File: src/hdl/jtb_pkg.sv
`timescale 1ns / 1ps
// ----------------------------------------------------------------------------
// jtb_pkg
// Shared types and constants of the JP46 to Bayer reorder / bin unit.
// ----------------------------------------------------------------------------
package jtb_pkg;

  // Macroblock geometry
  localparam int MB_SIZE   = 16;
  localparam int QUAD_SIZE = 8;

  // Window accumulator store
  localparam int SUM_W     = 12;
  localparam int SUM_DEPTH = 2048;
  localparam int IDX_W     = $clog2(SUM_DEPTH);

  // Field widths
  localparam int PIX_W   = 8;
  localparam int POS_W   = 12;
  localparam int CFG_W   = 13;
  localparam int SCALE_W = 2;

  // Configuration register indexes
  typedef enum logic [1:0] {
    CFG_FRAME_WIDTH  = 2'd0,
    CFG_FRAME_HEIGHT = 2'd1,
    CFG_SCALE_MODE   = 2'd2
  } jtb_cfg_e;

  // Scale mode codes
  localparam logic [SCALE_W-1:0] SCALE_NONE    = 2'd0;
  localparam logic [SCALE_W-1:0] SCALE_HALF    = 2'd1;
  localparam logic [SCALE_W-1:0] SCALE_QUARTER = 2'd2;
  localparam logic [SCALE_W-1:0] SCALE_ALIAS   = 2'd3;

  // Register reset values
  localparam logic [CFG_W-1:0]   WIDTH_RST  = 13'd640;
  localparam logic [CFG_W-1:0]   HEIGHT_RST = 13'd480;
  localparam logic [SCALE_W-1:0] SCALE_RST  = SCALE_NONE;

  typedef struct packed {
    logic [PIX_W-1:0] pixel_value;
    logic             frame_start;
  } jtb_in_t;

  typedef struct packed {
    logic [PIX_W-1:0] out_value;
    logic [POS_W-1:0] out_column;
    logic [POS_W-1:0] out_row;
    logic             frame_last;
  } jtb_out_t;

  // Per-pixel control word handed from the position unit to the accumulator
  typedef struct packed {
    logic [IDX_W-1:0]   idx;
    logic [SCALE_W-1:0] shift;
    logic               init;
    logic               emit;
    logic [POS_W-1:0]   ocol;
    logic [POS_W-1:0]   orow;
    logic               last;
  } jtb_ctl_t;

  // Map a local macroblock offset back to its mosaic offset
  function automatic logic [3:0] local_map(input logic [3:0] u,
                                           input logic [SCALE_W-1:0] sh);
    logic [2:0] q;
    q = u[2:0] >> sh;
    return {q, 1'b0} + {3'b000, u[3]};
  endfunction

endpackage

File: src/hdl/jtb_pos.sv
`timescale 1ns / 1ps
// ----------------------------------------------------------------------------
// jtb_pos
// Input position counters and macroblock-to-mosaic coordinate mapping.
// ----------------------------------------------------------------------------
module jtb_pos #(
  parameter int MAX_WIDTH  = 4096,
  parameter int MAX_HEIGHT = 4096
) (
  input  logic                          clk_i,
  input  logic                          rst_ni,
  input  logic                          advance_i,
  input  logic                          frame_start_i,
  input  logic [jtb_pkg::CFG_W-1:0]     frame_width_i,
  input  logic [jtb_pkg::CFG_W-1:0]     frame_height_i,
  input  logic [jtb_pkg::SCALE_W-1:0]   scale_mode_i,
  output jtb_pkg::jtb_ctl_t             ctl_o
);

  localparam int W_AL   = (MAX_WIDTH / jtb_pkg::MB_SIZE) * jtb_pkg::MB_SIZE;
  localparam int H_AL   = (MAX_HEIGHT / jtb_pkg::MB_SIZE) * jtb_pkg::MB_SIZE;
  localparam int W_LIM  = (W_AL < jtb_pkg::MB_SIZE) ? jtb_pkg::MB_SIZE : W_AL;
  localparam int H_LIM  = (H_AL < jtb_pkg::MB_SIZE) ? jtb_pkg::MB_SIZE : H_AL;
  localparam int COL_W  = $clog2(W_LIM);
  localparam int ROW_W  = $clog2(H_LIM);
  localparam int WDIM_W = COL_W + 1;
  localparam int HDIM_W = ROW_W + 1;

  logic [COL_W-1:0]  col_q, col_d;
  logic [ROW_W-1:0]  row_q, row_d;
  logic [WDIM_W-1:0] w, c_pre, c_nxt;
  logic [HDIM_W-1:0] h, r_pre, r_nxt;
  logic [jtb_pkg::CFG_W-1:0]   fw_al, fh_al;
  logic [jtb_pkg::SCALE_W-1:0] sh, m;
  logic [COL_W-1:0]  col, col_base;
  logic [ROW_W-1:0]  row, row_base;
  logic [3:0]        u, v;

  // Round dimensions down to whole macroblocks and clamp to the supported range
  always_comb begin
    fw_al = {frame_width_i[jtb_pkg::CFG_W-1:4], 4'b0000};
    fh_al = {frame_height_i[jtb_pkg::CFG_W-1:4], 4'b0000};
    if (fw_al < jtb_pkg::CFG_W'(jtb_pkg::MB_SIZE)) begin
      w = WDIM_W'(jtb_pkg::MB_SIZE);
    end else if (32'(fw_al) > W_LIM) begin
      w = WDIM_W'(W_LIM);
    end else begin
      w = WDIM_W'(fw_al);
    end
    if (fh_al < jtb_pkg::CFG_W'(jtb_pkg::MB_SIZE)) begin
      h = HDIM_W'(jtb_pkg::MB_SIZE);
    end else if (32'(fh_al) > H_LIM) begin
      h = HDIM_W'(H_LIM);
    end else begin
      h = HDIM_W'(fh_al);
    end
  end

  // Normalize the current position, then step to the next one
  always_comb begin
    c_pre = frame_start_i ? '0 : {1'b0, col_q};
    r_pre = frame_start_i ? '0 : {1'b0, row_q};
    if (c_pre >= w) begin
      c_pre = '0;
      r_pre = r_pre + 1'b1;
    end
    if (r_pre >= h) begin
      r_pre = '0;
    end
    col = c_pre[COL_W-1:0];
    row = r_pre[ROW_W-1:0];

    c_nxt = {1'b0, col} + 1'b1;
    r_nxt = {1'b0, row};
    if (c_nxt >= w) begin
      c_nxt = '0;
      r_nxt = r_nxt + 1'b1;
      if (r_nxt >= h) begin
        r_nxt = '0;
      end
    end
    col_d = c_nxt[COL_W-1:0];
    row_d = r_nxt[ROW_W-1:0];
  end

  // Coordinate mapping and window flags
  always_comb begin
    sh       = (scale_mode_i == jtb_pkg::SCALE_ALIAS) ? jtb_pkg::SCALE_QUARTER
                                                      : scale_mode_i;
    m        = jtb_pkg::SCALE_W'((3'd1 << sh) - 3'd1);
    u        = col[3:0];
    v        = row[3:0];
    col_base = (col & ~COL_W'(jtb_pkg::MB_SIZE - 1)) >> sh;
    row_base = (row & ~ROW_W'(jtb_pkg::MB_SIZE - 1)) >> sh;

    ctl_o.idx   = jtb_pkg::IDX_W'(col >> sh);
    ctl_o.shift = sh;
    ctl_o.init  = ((u[1:0] & m) == '0) && ((v[1:0] & m) == '0);
    ctl_o.emit  = ((u[1:0] & m) == m) && ((v[1:0] & m) == m);
    ctl_o.ocol  = jtb_pkg::POS_W'(col_base)
                  + {{(jtb_pkg::POS_W-4){1'b0}}, jtb_pkg::local_map(u, sh)};
    ctl_o.orow  = jtb_pkg::POS_W'(row_base)
                  + {{(jtb_pkg::POS_W-4){1'b0}}, jtb_pkg::local_map(v, sh)};
    ctl_o.last  = ({1'b0, col} == w - 1'b1) && ({1'b0, row} == h - 1'b1);
  end

  always_ff @(posedge clk_i or negedge rst_ni) begin
    if (!rst_ni) begin
      col_q <= '0;
      row_q <= '0;
    end else if (advance_i) begin
      col_q <= col_d;
      row_q <= row_d;
    end
  end

endmodule

File: config.mk
export PLATFORM = sky130hd
export DESIGN_NAME = jtb_pos
export DESIGN_NICKNAME = d
export VERILOG_FILES = /design/src/hdl/jtb_pkg.sv /design/src/hdl/jtb_pos.sv
export SDC_FILE = /design/constraint.sdc
export NUM_CORES = 1
export LEC_CHECK = 0
export ABC_AREA = 1
export BUFFER_PORTS_ARGS = -buffer_cell sky130_fd_sc_hd__buf_2
export CAP_MARGIN = 20
export CORE_MARGIN = 2
export CORE_UTILIZATION = 55
export DETAILED_ROUTE_END_ITERATION = 10
export PLACE_DENSITY = 0.87
export SLEW_MARGIN = 10
export SYNTH_ARGS = -nofsm -noshare
export SYNTH_HDL_FRONTEND = slang
export SYNTH_SLANG_ARGS = --single-unit
File: constraint.sdc
create_clock -name clk_i -period 8.3 [get_ports clk_i]
set_clock_uncertainty 0.2 [all_clocks]
set_input_delay 0.83 -clock clk_i [delete_from_list [all_inputs] [get_ports clk_i]]
set_output_delay 0.83 -clock clk_i [all_outputs]
set_load 0.01 [all_outputs]
==> reports/qor.csv, run 1 <==
metric,value,unit
CP peak stage delay,0.59,ns
cell row count,33,
CTS tree,yes,
CTS Hold Buffers Added,0,
first-pass GRT wire length,22200,µm
PortBufs,63,
R2R Path End,row_q[11],
Post-Route WL,13200,µm
Hold Slack,0.333,ns
Die X,97.1,µm
status,completed,
Reg2Reg Depth,36,
final core utilization,63.0,%
Design Power,0.000532,W
Leak Pwr,2.85,nW
worst-skew pair later-pin latency,0.27,ns
Fill cells,794,
Worst setup EP type,flip-flop,
Pint,0.000277,W
DRT iter0 DRCs,470,
synth warn,0,
highest clock rate,0.130,GHz
largest net degree at the start of global routing,25,
Die ar.,0.00944,mm²
clock-pin slew on the worst setup and hold paths,0.09,ns
Critical Path RT,8.30,ns
via count,5321,
Synth Area in Adders,12.6,%
Comb power frac,58.9,%
R2R Setup Slk,1.40,ns
DRC Markers,0,
Startpoint Class,primary input,
"Primary FF master, synth",dfrtp_1,
"flops & latches, synth",24,
Root Driver,clkbuf_8,
Num CTS Buffers,3,
maximum vdd drop,0.0572,mV
post-CTS resize count,0,
Flop pwr share,25.6,%
Post-synth EDFFs,0,
RSZ-0062 raised after global routing,false,
NumNets Final,930,
Cell Pwr Density,102,mW/mm²
largest cells by area after synthesis,"nand2_1 15%, dfrtp_1 13%, ha_1 13%",
Mapped Area,0.00477,mm²
Final Instance Area,0.00523,mm²
Synth top area share,15.3,%
1st-pass router iterations,5,
XOR/XNOR Fraction of Synth Area,9.52,%
Area after DPL,0.00518,mm²
Switch Pwr,0.000255,W
relative slew slack,57.9,%
"top cells by count, synth","195 x nand2_1, 103 x inv_1, 94 x nor2_1, 51 x nand3_1, 48 x ha_1",
combinational family with the most area after synthesis,simple AND/OR/NAND/NOR gates,
Avg Inst Size Synth,6.04,µm²
GR Overflow Total,0,
setup_tns,0,ns
WL per Instance,13.8,µm
final-report hold violation count,0,
Worst Max-Slew Pin Slew,0.629,ns
max cap viols,0,
asr flop ratio synth,100,%
Post-Synth Simple-Gate Area,39.9,%
Avg Vias per Cell,5.58,
type of the worst setup path,in2reg,
clock sink count,24,
RR Startpoint,col_q[10],
Compound-Gate Fraction of Synth Area,14.0,%
Initial Utilization,57.5,%
initial antenna violation count,0,
Critical-path top delay cell,o21ai_0,
critical path arrival,7.67,ns
post-synth cell types,51,
total setup buffers inserted after CTS,0,
clock network fraction of total power,15.5,%
"Slew Viols, Final",0,
Synth-to-Final Area Change,9.65,%
share of cells above drive strength 1,15.9,%
n_diodes,0,
H-tree depth,1,
GRT Util Overall,27.9,%
worst-path maximum fanout,22,
post-synthesis mux area share,0,%
Die Y,97.1,µm
register area share after synthesis,12.6,%
multi-input combinational cell area,0.00363,mm²
Min-Delay Path Class,in2async,
number of global-route vias before repair,4780,
Routed Antenna Nets,0,
largest area contributor in the netlist,nand2_1,
min Tclk post-route,7.67,ns
Synth Instances,790,
most numerous cell in the Yosys netlist,nand2_1,
Post-DP HPWL,10900,µm
io pins,72,
# setup viols final,0,
FF+latch area,601,µm²
Core Region,0.00830,mm²
Sw Ratio,47.9,%
RePlAce Congestion,0.974,
CTS max path bufs,2,
period utilization,92.4,%
## state kept, by name, summed over array words and instances, names as in the netlist
signal,cells
row_q,12
col_q,12
## power groups by stage
stage | clock, W | sequential, W | combinational (W)
3_3_place_gp | 0 | 0.000137 | 0.000301
2_1_floorplan | 0 | 0.000136 | 0.000225
6_report | 0.0000826 | 0.000136 | 0.000313
3_5_place_dp | 0 | 0.000138 | 0.000306
4_1_cts | 0.0000824 | 0.000135 | 0.000308
5_1_grt | 0.0000863 | 0.000137 | 0.000351
## final cells by class
type                    count  area share [%]
repair buffers             71            7.18
inverters                 115            8.30
well taps                 105            2.51
clock buffers               4            1.05
flip-flops and latches     24            11.5
multi-input cells         635            69.5
## kinds of logic after synthesis
group,count (synthesis)
AND/OR/NAND/NOR,418
buffers and inverters,132
AO/OA/AOI/OAI,116
XOR/XNOR,51
adder cells (fa/ha/maj),48
flip-flops,24
other,1
## layer usage
| layer | vias to the layer above | share of wire (%) | routed length, µm | GRT usage [%] |
|---|---|---|---|---|
| met5 | - | 0 | 0 | 0 |
| met4 | 0 | 1.8 | 238 | 7.04 |
| met3 | 21 | 8.3 | 1100 | 3.67 |
| met2 | 251 | 43 | 5710 | 44.6 |
| met1 | 2346 | 47 | 6150 | 39.8 |
| li1 | 2703 | - | - | - |
## worst max-delay path: cells and delay by family
family | cells | cell delay, ns
AO/OA/AOI/OAI | 10 | 2.02
adder cells (fa/ha/maj) | 4 | 0.98
XOR/XNOR | 1 | 0.34
AND/OR/NAND/NOR | 18 | 2.65
buffers and inverters | 8 | 0.83
## metrics by stage
| stage | cells | setup slack, ns |
|---|---|---|
| after global placement | 950 | 0.700 |
| after floorplan | 791 | 1.52 |
| after CTS | 954 | 0.822 |
| final | 954 | 0.630 |
| after global routing | 954 | 0.0440 |
| after detailed placement | 950 | 0.545 |
## worst max path at each step
stage                          start         to  cells past startpoint
floorplan           frame_width_i[8]   row_q[6]                     41
global placement    frame_width_i[8]   row_q[5]                     41
detailed placement  frame_width_i[8]   row_q[5]                     39
CTS                 frame_width_i[8]   row_q[5]                     39
global route        frame_width_i[9]   row_q[5]                     41
finish              frame_width_i[8]  row_q[11]                     41
## cells in the final DEF, fill, tap and decap left out, types with 3 or more instances in the layout
master    netlist  final
nand3_1        51     51
o221ai_1        5      5
buf_4           1      8
nor2_1         94     94
nand2_2         9      9
a22oi_1         4      4
o22ai_1        11     11
a21oi_1        32     32
nor4_1          4      4
ha_1           48     48
o21ai_0        34     34
nor3_1         12     12
nor2_2         14     14
o21ai_1        18     18
xor2_1         42     42
inv_1         103    103
nor3_2          3      3
nand3_2         7      7
buf_2           3     63
nor2_4          3      3
nand2_1       195    195
inv_2          10     10
clkbuf_8        0      4
dfrtp_1        24     24
nand4_1        15     15
xnor2_1         8      8
No activity file was read; power rests on OpenSTA's default activity.
==> run 2, diff against run 1 <==
Settings changed: BUFFER_PORTS_ARGS -buffer_cell sky130_fd_sc_hd__buf_2 to unset, DONT_BUFFER_PORTS set to 1, PLACE_DENSITY 0.87 to 0.8, RECOVER_POWER set to 50.
==> run 2 against run 1 <==
Utilization decreased by 4.2 points. Non-clock buffer count decreased by 64. Setup slack improved by 0.073 ns. Hold slack got worse by 0.29 ns. Critical endpoint unchanged. Largest cell class unchanged. Largest power group unchanged. Highest routed layer unchanged.
==> reports/qor.csv, run 2 (synthesized netlist as in run 1, its figures left out) <==
metric,value,unit,change
status,completed,,
CP peak stage delay,0.58,ns,about the same
Worst setup EP type,flip-flop,,
clock sink count,24,,unchanged
io pins,72,,unchanged
number of global-route vias before repair,5124,,+7.2%
critical path depth,39,,-4.9%
FF+latch area,601,µm²,unchanged
worst-skew pair later-pin latency,0.27,ns,about the same
RePlAce Congestion,0.947,,-2.8%
Routed Antenna Nets,0,,unchanged
type of the worst setup path,in2reg,,
relative slew slack,48.6,%,-9.3 points
"most used cell, CP",nand2_1,,
final core utilization,58.9,%,-4.2 points
setup_tns,0,ns,unchanged
via count,5261,,-1.1%
Pint,0.000264,W,-4.7%
final-report hold violation count,0,,unchanged
Startpoint Class,primary input,,
total setup buffers inserted after CTS,0,,unchanged
most frequent cells in the layout,"196 x nand2_1, 103 x inv_1, 95 x nor2_1, 52 x nand3_1, 48 x ha_1",,
worst path bufs/invs,6,,-2
post-CTS resize count,0,,unchanged
# setup viols final,0,,unchanged
Switch Pwr,0.000248,W,-2.6%
Avg Vias per Cell,5.91,,+6.0%
Flop pwr share,26.5,%,+0.9 points
DRT iter0 DRCs,368,,-22%
"CP delay by family, top",simple AND/OR/NAND/NOR gates,,
Critical Path RT,8.30,ns,about the same
share of cells above drive strength 1,8.28,%,-7.6 points
Design Power,0.000512,W,-3.7%
Synth-to-Final Area Change,2.41,%,
Max Used Layer,met4,,
min Tclk post-route,7.60,ns,-0.0728 ns
Root Driver,clkbuf_8,,
Min-Delay Path Class,in2async,,
DRC Markers,0,,unchanged
GR Overflow Total,0,,unchanged
Post-DP HPWL,11600,µm,+6.6%
H-tree depth,1,,unchanged
GRT Util Overall,30.4,%,+2.4 points
Die ar.,0.00944,mm²,unchanged
1st-pass router iterations,5,,unchanged
NumNets Final,866,,-6.9%
critical path arrival,7.59,ns,-0.08 ns
total length of routed met2 wires,6600,µm,+16%
Initial Utilization,57.5,%,unchanged
Core Region,0.00830,mm²,unchanged
CTS max path bufs,2,,unchanged
maximum vdd drop,0.0693,mV,+21%
Fill cells,831,,+4.7%
Worst Max-Slew Pin Slew,0.764,ns,+0.134 ns
CP Capture Point,row_q[11],,
n_diodes,0,,unchanged
CTS Hold Buffers Added,0,,unchanged
WL per Instance,15.8,µm,+14%
Num CTS Buffers,3,,unchanged
crit path from,frame_width_i[8],,
"commonest non-fill, non-tap cell in the layout",nand2_1,,
"Slew Viols, Final",0,,unchanged
CTS tree,yes,,
worst-path maximum fanout,13,,-41%
Die X,97.1,µm,unchanged
Final Instance Count excl. Fillers,890,,-6.7%
Die Y,97.1,µm,unchanged
period utilization,91.5,%,-0.88 points
Sw Ratio,48.4,%,+0.53 points
Cell Pwr Density,105,mW/mm²,+3.1%
DR WL met3,1010,µm,-8.2%
largest net degree at the start of global routing,25,,unchanged
Critical-path top delay cell,o21ai_1,,
Leak Pwr,2.53,nW,-11%
clock-pin slew on the worst setup and hold paths,0.09,ns,about the same
R2R Setup Slk,1.39,ns,about the same
RR Startpoint,col_q[10],,
initial antenna violation count,0,,unchanged
Post-Route WL,14100,µm,+6.8%
routed metal-1 wire length,6170,µm,+0.47%
RSZ-0062 raised after global routing,false,,
highest clock rate,0.132,GHz,+0.96%
Comb power frac,57.5,%,-1.4 points
placed cell count,886,,-6.7%
Top Registers,"col_q x12, row_q x12",,
clock network fraction of total power,16.0,%,+0.5 points
R2R Path End,row_q[11],,
first-pass GRT wire length,23900,µm,+7.5%
Reg2Reg Depth,37,,+2.8%
multi-input combinational cell area,0.00362,mm²,-0.41%
cell row count,33,,unchanged
max cap viols,0,,unchanged
PortBufs,0,,-100%
## run 2: cell types whose count changed in the layout (fill, tap and decap cells not counted), moves of 2 or more
cell / before / now
buf_2: 63 / 0
o21ai_0: 34 / 39
o21ai_1: 18 / 13
buf_4: 8 / 5
clkbuf_1: 0 / 2
## run 2: power by group through the flow
stage	logic (W)	clock network, W	registers [W]
3_5_place_dp	0.000289	0	0.000138
2_1_floorplan	0.000225	0	0.000136
4_1_cts	0.000291	0.0000831	0.000135
5_1_grt	0.000328	0.0000911	0.000137
3_3_place_gp	0.000281	0	0.000138
6_report	0.000294	0.0000820	0.000136
## run 2: per-layer routing
metal / vias to the layer above / global-route usage (%)
li1: 2569 / -
met1: 2458 / 40.3
met2: 206 / 51.8
met3: 28 / 4.03
met4: 0 / 8.45
met5: - / 0
## run 2: worst min path at each step
stage,start,end
6_report,rst_ni,col_q[1]
5_1_grt,rst_ni,col_q[6]
4_1_cts,rst_ni,col_q[1]
3_5_place_dp,col_q[8],col_q[8]
3_3_place_gp,col_q[8],col_q[8]
2_1_floorplan,col_q[8],col_q[8]
## run 2: area by class of cell
cell class,count,share of cell area (%)
flip-flops and latches,24,12.3
well taps,105,2.69
multi-input cells,635,74.1
clock buffers,4,1.13
repair buffers,7,0.922
inverters,115,8.89
## run 2: through the flow
step | hold slack [ns] | area [µm²] | worst slack [ns]
floorplan | 0.286 | 4770 | 1.52
global placement | 0.309 | 4850 | 0.831
detailed placement | 0.311 | 4850 | 0.675
CTS | 0.0383 | 4910 | 0.941
global route | 0.0219 | 4890 | 0.0286
finish | 0.0385 | 4890 | 0.703
